[config.mk]
export PLATFORM = sky130hd
export DESIGN_NAME = ps2_set2_scancode_deframer_flat
export DESIGN_NICKNAME = d
export VERILOG_FILES = /design/src/rtl/core/ps2dfr_pkg.sv /design/src/rtl/core/ps2dfr_if.sv /design/src/rtl/core/ps2dfr_decode.sv /design/src/rtl/core/ps2_set2_scancode_deframer.sv /design/src/flat_wrapper.sv
export SDC_FILE = /design/constraint.sdc
export NUM_CORES = 1
export LEC_CHECK = 0
export BUFFER_PORTS_ARGS = -buffer_cell sky130_fd_sc_hd__buf_2
export CORE_AREA = 2 2 72 125
export CTS_BUF_LIST = sky130_fd_sc_hd__clkbuf_4
export DETAILED_ROUTE_END_ITERATION = 8
export DIE_AREA = 0 0 74 127
export PLACE_DENSITY = 0.62
export SYNTH_ARGS = -nofsm -noshare
export SYNTH_HDL_FRONTEND = slang
export SYNTH_SLANG_ARGS = --single-unit
[constraint.sdc]
create_clock -name clk -period 3.95 [get_ports clk]
set_clock_uncertainty 0.1 [all_clocks]
set_input_delay 0.79 -clock clk [delete_from_list [all_inputs] [get_ports clk]]
set_output_delay 0.79 -clock clk [all_outputs]
set_load 0.005 [all_outputs]
[src/rtl/core/ps2dfr_pkg.sv]
// Shared types and constants for the PS/2 set-2 scan code deframer.
// No dependencies; imported by the decoder and the top level.
`default_nettype none

package ps2dfr_pkg;

  localparam logic [7:0] BYTE_E0    = 8'hE0;
  localparam logic [7:0] BYTE_E1    = 8'hE1;
  localparam logic [7:0] BYTE_F0    = 8'hF0;
  localparam logic [7:0] BYTE_PS_MK = 8'h12;
  localparam logic [7:0] BYTE_PS_BK = 8'h7C;
  localparam logic [7:0] BYTE_ACK   = 8'hFA;
  localparam logic [7:0] BYTE_CAPS  = 8'h58;
  localparam logic [7:0] BYTE_NUM   = 8'h77;
  localparam logic [7:0] BYTE_SCRL  = 8'h7E;

  localparam logic [2:0] LED_CAPS = 3'd4;
  localparam logic [2:0] LED_NUM  = 3'd2;
  localparam logic [2:0] LED_SCRL = 3'd1;

  localparam logic [3:0] LEN_PS_MAKE  = 4'd4;
  localparam logic [3:0] LEN_PS_BREAK = 4'd6;
  localparam logic [3:0] LEN_PAUSE    = 4'd8;

  typedef enum logic [2:0] {
    KIND_NORMAL  = 3'd0,
    KIND_EXT     = 3'd1,
    KIND_PRTSC   = 3'd2,
    KIND_PAUSE   = 3'd3,
    KIND_UNKNOWN = 3'd4
  } key_kind_t;

  typedef struct packed {
    key_kind_t   key_kind;
    logic [7:0]  key_byte;
    logic        pressed;
    logic [2:0]  lock_leds;
    logic        leds_changed;
    logic        last_of_run;
  } event_t;

  typedef struct packed {
    logic       prefix_e0;
    logic       prefix_e1;
    logic       release_seen;
    logic       printscreen_seen;
    logic [3:0] byte_count;
    logic [2:0] led_bits;
  } dfr_state_t;

endpackage

`default_nettype wire

[src/rtl/core/ps2dfr_if.sv]
// Valid/ready channels of the deframer: incoming scan bytes and outgoing key events.
// No dependencies.
`default_nettype none

interface ps2dfr_scan_if;
  logic       valid;
  logic       ready;
  logic [7:0] scan_byte;

  modport source (output valid, output scan_byte, input ready);
  modport sink   (input valid, input scan_byte, output ready);
endinterface

interface ps2dfr_event_if;
  logic       valid;
  logic       ready;
  logic [2:0] key_kind;
  logic [7:0] key_byte;
  logic       pressed;
  logic [2:0] lock_leds;
  logic       leds_changed;
  logic       last_of_run;

  modport source (output valid, output key_kind, output key_byte, output pressed,
                  output lock_leds, output leds_changed, output last_of_run,
                  input ready);
  modport sink   (input valid, input key_kind, input key_byte, input pressed,
                  input lock_leds, input leds_changed, input last_of_run,
                  output ready);
endinterface

`default_nettype wire

[src/rtl/core/ps2dfr_decode.sv]
// Combinational step of the deframer: prefix tracking and code decode for one byte.
// Depends on ps2dfr_pkg.
`default_nettype none

module ps2dfr_decode (
  input  wire ps2dfr_pkg::dfr_state_t state,
  input  wire logic [7:0]             byte0,
  input  wire logic [7:0]             byte1,
  input  wire logic [7:0]             scan_byte,
  output ps2dfr_pkg::dfr_state_t      state_next,
  output logic [1:0]                  num_events,
  output ps2dfr_pkg::event_t          first_event
);
  import ps2dfr_pkg::*;

  logic [3:0] n;
  logic [7:0] b0;
  logic [7:0] b1;
  logic       free_prefix;
  logic       is_e0, is_e1, is_f0, is_ps_mk, is_ps_bk, hold;
  logic       extended, pause, normal;
  logic [7:0] norm_byte;
  logic [2:0] mask;

  assign n  = state.byte_count + 4'd1;
  // the current byte stands in for the store entry it is written to
  assign b0 = (state.byte_count[2:0] == 3'd0) ? scan_byte : byte0;
  assign b1 = (state.byte_count == 4'd1) ? scan_byte : byte1;

  assign free_prefix = !state.prefix_e1 && !state.prefix_e0 && !state.printscreen_seen;
  assign is_e0    = free_prefix && (scan_byte == BYTE_E0);
  assign is_e1    = free_prefix && (scan_byte == BYTE_E1);
  assign is_f0    = !state.release_seen && (scan_byte == BYTE_F0);
  assign is_ps_mk = !state.printscreen_seen && state.prefix_e0 &&
                    (scan_byte == BYTE_PS_MK) && !state.release_seen;
  assign is_ps_bk = !state.printscreen_seen && state.prefix_e0 &&
                    (scan_byte == BYTE_PS_BK) && state.release_seen;
  assign hold = (state.prefix_e1 && (n < LEN_PAUSE)) ||
                (state.printscreen_seen &&
                 ((state.release_seen && (n < LEN_PS_BREAK)) ||
                  (!state.release_seen && (n < LEN_PS_MAKE))));

  assign extended  = (n >= 4'd2) && (b0 == BYTE_E0);
  assign pause     = (n == LEN_PAUSE) && (b0 == BYTE_E1);
  assign normal    = (n == 4'd1) || ((n == 4'd2) && (b0 == BYTE_F0));
  assign norm_byte = (n == 4'd1) ? b0 : b1;

  always_comb begin
    mask = 3'd0;
    if (n != 4'd1) begin
      if (norm_byte == BYTE_CAPS) begin
        mask = LED_CAPS;
      end else if (norm_byte == BYTE_NUM) begin
        mask = LED_NUM;
      end else if (norm_byte == BYTE_SCRL) begin
        mask = LED_SCRL;
      end
    end
  end

  always_comb begin
    state_next  = state;
    num_events  = 2'd0;
    first_event = '{key_kind: KIND_UNKNOWN, key_byte: 8'd0, pressed: 1'b0,
                    lock_leds: state.led_bits, leds_changed: 1'b0, last_of_run: 1'b1};
    state_next.byte_count = n;
    if (is_e0) begin
      state_next.prefix_e0 = 1'b1;
    end else if (is_e1) begin
      state_next.prefix_e1 = 1'b1;
    end else if (is_f0) begin
      state_next.release_seen = 1'b1;
    end else if (is_ps_mk || is_ps_bk) begin
      state_next.printscreen_seen = 1'b1;
    end else if (!hold) begin
      // code complete: decode, then drop the count and all prefixes
      state_next.byte_count       = 4'd0;
      state_next.prefix_e0        = 1'b0;
      state_next.prefix_e1        = 1'b0;
      state_next.release_seen     = 1'b0;
      state_next.printscreen_seen = 1'b0;
      num_events = 2'd1;
      if (extended) begin
        if ((n == LEN_PS_MAKE) || (n == LEN_PS_BREAK)) begin
          first_event.key_kind = KIND_PRTSC;
          first_event.pressed  = (n == LEN_PS_MAKE);
        end else if ((n == 4'd3) && (b1 == BYTE_F0)) begin
          first_event.key_kind = KIND_EXT;
          first_event.key_byte = scan_byte;
        end else if (n == 4'd2) begin
          first_event.key_kind = KIND_EXT;
          first_event.key_byte = b1;
          first_event.pressed  = 1'b1;
        end else begin
          first_event.key_kind = KIND_EXT;
        end
      end else if (pause) begin
        num_events = 2'd2;
        first_event.key_kind    = KIND_PAUSE;
        first_event.pressed     = 1'b1;
        first_event.last_of_run = 1'b0;
      end else if (normal) begin
        if (norm_byte == BYTE_ACK) begin
          num_events = 2'd0;
        end else begin
          state_next.led_bits       = state.led_bits ^ mask;
          first_event.key_kind      = KIND_NORMAL;
          first_event.key_byte      = norm_byte;
          first_event.pressed       = (n == 4'd1);
          first_event.lock_leds     = state.led_bits ^ mask;
          first_event.leds_changed  = (mask != 3'd0);
        end
      end
    end
  end

endmodule

`default_nettype wire

[src/rtl/core/ps2_set2_scancode_deframer.sv]
// PS/2 set-2 scan code deframer, top level.
// A key event is valid in the cycle after the byte that completes its code is accepted.
// Throughput: one scan byte per cycle while the event register is free or being read; the pause
// code holds the input while its second (release) event goes out of the single event register.
// Reset: rst (synchronous) clears prefixes, byte count, lock LEDs and the event valid flag.
// Depends on ps2dfr_pkg, ps2dfr_if and ps2dfr_decode.
`default_nettype none

module ps2_set2_scancode_deframer (
  input  wire logic        clk,
  input  wire logic        rst,
  ps2dfr_scan_if.sink      scan,
  ps2dfr_event_if.source   evt
);
  import ps2dfr_pkg::*;

  dfr_state_t state;
  dfr_state_t state_next;
  logic [7:0] byte0;
  logic [7:0] byte1;
  logic [1:0] num_events;
  event_t     first_event;
  event_t     out_event;
  logic       out_valid;
  logic       pause_pending;
  logic       accept;
  logic       out_free;

  ps2dfr_decode u_decode (
    .state       (state),
    .byte0       (byte0),
    .byte1       (byte1),
    .scan_byte   (scan.scan_byte),
    .state_next  (state_next),
    .num_events  (num_events),
    .first_event (first_event)
  );

  assign out_free   = !out_valid || evt.ready;
  assign scan.ready = !pause_pending && out_free;
  assign accept     = scan.valid && scan.ready;

  always_ff @(posedge clk) begin
    if (rst) begin
      state         <= '0;
      out_valid     <= 1'b0;
      pause_pending <= 1'b0;
    end else begin
      if (accept) begin
        state <= state_next;
        if (num_events != 2'd0) begin
          out_valid <= 1'b1;
        end else begin
          out_valid <= 1'b0;
        end
        pause_pending <= (num_events == 2'd2);
      end else if (out_free) begin
        // second pause beat takes the slot as the first one drains
        out_valid     <= pause_pending;
        pause_pending <= 1'b0;
      end
    end
  end

  always_ff @(posedge clk) begin
    if (accept) begin
      if (state.byte_count[2:0] == 3'd0) begin
        byte0 <= scan.scan_byte;
      end
      if (state.byte_count[2:0] == 3'd1) begin
        byte1 <= scan.scan_byte;
      end
      if (num_events != 2'd0) begin
        out_event <= first_event;
      end
    end else if (out_free && pause_pending) begin
      out_event <= '{key_kind: KIND_PAUSE, key_byte: 8'd0, pressed: 1'b0,
                     lock_leds: state.led_bits, leds_changed: 1'b0, last_of_run: 1'b1};
    end
  end

  assign evt.valid        = out_valid;
  assign evt.key_kind     = out_event.key_kind;
  assign evt.key_byte     = out_event.key_byte;
  assign evt.pressed      = out_event.pressed;
  assign evt.lock_leds    = out_event.lock_leds;
  assign evt.leds_changed = out_event.leds_changed;
  assign evt.last_of_run  = out_event.last_of_run;

endmodule

`default_nettype wire

[src/flat_wrapper.sv]
// flat-port wrapper written by rule: the top's interface ports become plain ports
module ps2_set2_scancode_deframer_flat import ps2dfr_pkg::*;
  (clk, rst, scan_valid, scan_scan_byte, scan_ready, evt_valid, evt_key_kind, evt_key_byte, evt_pressed, evt_lock_leds, evt_leds_changed, evt_last_of_run, evt_ready);
  ps2dfr_scan_if scan_i ();
  ps2dfr_event_if evt_i ();
  input  wire logic clk;
  input  wire logic rst;
  input wire logic [$bits(scan_i.valid)-1:0] scan_valid;
  input wire logic [$bits(scan_i.scan_byte)-1:0] scan_scan_byte;
  output wire logic [$bits(scan_i.ready)-1:0] scan_ready;
  output wire logic [$bits(evt_i.valid)-1:0] evt_valid;
  output wire logic [$bits(evt_i.key_kind)-1:0] evt_key_kind;
  output wire logic [$bits(evt_i.key_byte)-1:0] evt_key_byte;
  output wire logic [$bits(evt_i.pressed)-1:0] evt_pressed;
  output wire logic [$bits(evt_i.lock_leds)-1:0] evt_lock_leds;
  output wire logic [$bits(evt_i.leds_changed)-1:0] evt_leds_changed;
  output wire logic [$bits(evt_i.last_of_run)-1:0] evt_last_of_run;
  input wire logic [$bits(evt_i.ready)-1:0] evt_ready;
  assign scan_i.valid = scan_valid;
  assign scan_i.scan_byte = scan_scan_byte;
  assign scan_ready = scan_i.ready;
  assign evt_valid = evt_i.valid;
  assign evt_key_kind = evt_i.key_kind;
  assign evt_key_byte = evt_i.key_byte;
  assign evt_pressed = evt_i.pressed;
  assign evt_lock_leds = evt_i.lock_leds;
  assign evt_leds_changed = evt_i.leds_changed;
  assign evt_last_of_run = evt_i.last_of_run;
  assign evt_i.ready = evt_ready;
  ps2_set2_scancode_deframer u_core (.clk(clk), .rst(rst), .scan(scan_i), .evt(evt_i));
endmodule
==> impl_metrics.toml <==
[outcome]
outcome = "finished, final reports clean"

[logic_synthesis]
ys_seq_area_share_pct = 43.5
postSynthNetCount = 330
async_reset_ff_share_pct = 0
syn-cell-area_sq_mm = 0.00288
ys_top_cells_by_count = "nand2_1, edfxtp_1, nor2_1"
synth_flop_cell = "edfxtp_1"
yosysUniqueCellTypes = 64
synthCells = 313
yosys_register_bits = 46
synth_largest_area_cell = "edfxtp_1"
synth_area_per_cell_sq_um = 9.19
synth_top_area_share_pct = 34.5
synth-warning-count = 0
synth_edf_count = 33
synthTopCellsByArea = "edfxtp_1, dfxtp_1, nand2_1"
synth_most_common_cell = "nand2_1"

[worst_setup_path]
endpoint_kind = "register"
critPathBufInv = 1
crit_path_start_kind = "register"
worstPathRequired_ps = 4180
critPathTopFamily = "compound AO/OA/AOI/OAI gates"
crit_type = "reg2reg"
worstPathArrival_ps = 3490
critPathMaxStageDelay_ps = 640
cp_slowest_cell = "dfxtp_1"
cp_max_fo = 17
path_cells = "nand2_1 -> o21ai_1 -> a31oi_2 -> buf_4 -> a21o_1 -> a211o_4 -> or3_1 -> a21oi_1"

[grt]
track_usage_pct = 17.4
grt_pass1_wl_um = 12400
first_global_vias = 2456
grt_max_degree = 19
overflow = 0
antenna_found_initial = 1

[flow_run]
cap_violations = 0

[floorplanning]
pin_count = 31
core_sq_mm = 0.00831
dieHeight_um = 127
rows = 44
die_w_um = 74
initial_core_util_pct = 34.6
dieArea_sq_mm = 0.00940

[clock_network]
clk_pin_slew_ps = 150
cts_tree = "built"
clock_sinks = 46
cts_max_level = 2
cts_buffer_depth = 2
cts_hold_buf = 0
worstSkewPairLatency_ps = 380
cts_setup_buffers = 0
cts_root_buffer = "clkbuf_4"
cts_buffers = 5
ctsResizeCount = 0

[routing]
dr_total_vias = 2533
via_per_inst = 5.55
wirelength_um = 7710
ant_nets = 0
drt_first_pass_iters = 4
routedWlPerCell_um = 16.9
drc = 0
dr.first_iter.drc_count = 204

[timing]
rsz0062_at_grt = "false"
setup_slack_ps = 688
fin_crit_ps = 3260
report.final.slew_viol_count = 0
relSlewSlack_pct = 35.4
fin_tns_setup_ps = 0
tightest_slew_ps = 965
period_share_pct = 82.6
setup_viol = 0
max_freq_mhz = 307
hold_viol = 0

[cells_and_area]
filler_cell_count = 859
layout-drive-gt1-share_pct = 17.4
fin_cells = 456
area_growth_pct = 11.3
fin_nets = 356

[placement]
gp_congestion = 0.948
dp_worst_setup_slack_ps = 685
place_inst = 447
portBuffers = 30
post-dp-hpwl_um = 5860

[power_and_ir_drop]
power_density_mw_per_mm2 = 270
leakage_nw = 1.18
peakVddDrop_v = 0.0000940

[min_path]
worst_hold_path_type = "reg2reg"
## sequential cells by signal, summed over array words and instances (netlist names)
signal,flops
u_core.state,11
u_core.byte0,8
u_core.byte1,8
u_core.evt.key_byte,8
u_core.evt.key_kind,3
u_core.evt.lock_leds,3
u_core.evt.last_of_run,1
u_core.evt.leds_changed,1
u_core.evt.pressed,1
u_core.evt.valid,1
u_core.pause_pending,1
## where the power goes
group,total [mW],switching [mW],internal (mW)
Combinational,0.0865,0.0560,0.0305
Sequential,0.544,0.00700,0.537
Clock,0.234,0.165,0.0694
Total,0.865,0.228,0.637
## cell type report
| class | count | area, sq um | share of cell area [%] |
|---|---|---|---|
| tap | 115 | 144 | 4.50 |
| clock buffer | 5 | 37.5 | 1.17 |
| sequential | 46 | 1250 | 39.1 |
| clock inverter | 3 | 21.3 | 0.665 |
| timing repair buffer | 38 | 210 | 6.57 |
| antenna | 1 | 2.50 | 0.0782 |
| multi-input combinational | 238 | 1500 | 46.8 |
| inverter | 10 | 37.5 | 1.17 |
## per-stage QoR
step           total power, mW  util [%]  area (sq um)  hold WS (ps)
2_1_floorplan            0.602         -          2880           361
3_3_place_gp             0.640      37.8          3140           372
3_5_place_dp             0.641      37.8          3140           389
4_1_cts                  0.876      38.5          3200           409
5_1_grt                  0.905      38.5          3200           436
6_report                 0.865      38.5          3200           405
## routing by layer
metal	global-route usage [%]	routed length, um	vias to the layer above
met5	0	0	-
met4	11.8	385	0
met3	2.76	286	28
met2	28.7	4060	88
met1	20.2	2980	1192
li1	-	-	1225
## path summary, 6_finish.rpt
| check | startpoint | end | slack [ps] | depth (start not counted) |
|---|---|---|---|---|
| min | u_core.pause_pending | u_core.pause_pending | 410 | 2 |
| min reg2reg | u_core.pause_pending | u_core.pause_pending | 410 | 2 |
| max | u_core.state[5] | u_core.state[1] | 690 | 8 |
| max reg2reg | u_core.state[5] | u_core.state[1] | 690 | 8 |
## cell families (layout without fill, tap and decap cells)
kind of cell,after synthesis,in the layout,share of synthesized area [%]
multiplexers,8,8,2.87
AND/OR/NAND/NOR,140,140,25.8
AO/OA/AOI/OAI,80,80,19.7
buffers and inverters,29,56,4.44
other,0,1,0
flip-flops,46,46,43.5
adder cells (fa/ha/maj),5,5,2.18
XOR/XNOR,5,5,1.52
## cells in the final DEF, fill, tap and decap left out, types with 3 or more instances in the layout
master | netlist | routed
nand3_1 | 10 | 10
nor4_1 | 6 | 6
ha_1 | 5 | 5
buf_4 | 1 | 8
or3_1 | 5 | 5
mux2i_1 | 6 | 6
and3_1 | 5 | 5
xnor2_1 | 3 | 3
o22ai_1 | 7 | 7
o21ai_1 | 4 | 5
dfxtp_1 | 13 | 13
nor3_1 | 4 | 4
clkbuf_4 | 0 | 5
nand4_1 | 10 | 10
buf_2 | 6 | 30
nor2_1 | 25 | 25
nand2_1 | 43 | 43
a21oi_1 | 15 | 15
a22oi_1 | 11 | 11
nor2b_1 | 7 | 7
inv_1 | 10 | 10
a31oi_1 | 4 | 4
edfxtp_1 | 33 | 33
nor3b_1 | 5 | 5
o21ai_0 | 14 | 13
## worst min-delay path: stages, from the launching register on
cell     delay, ps
dfxtp_1        360
nand2_1         60
a21oi_1         60
Power figures use the tool's default switching activity.
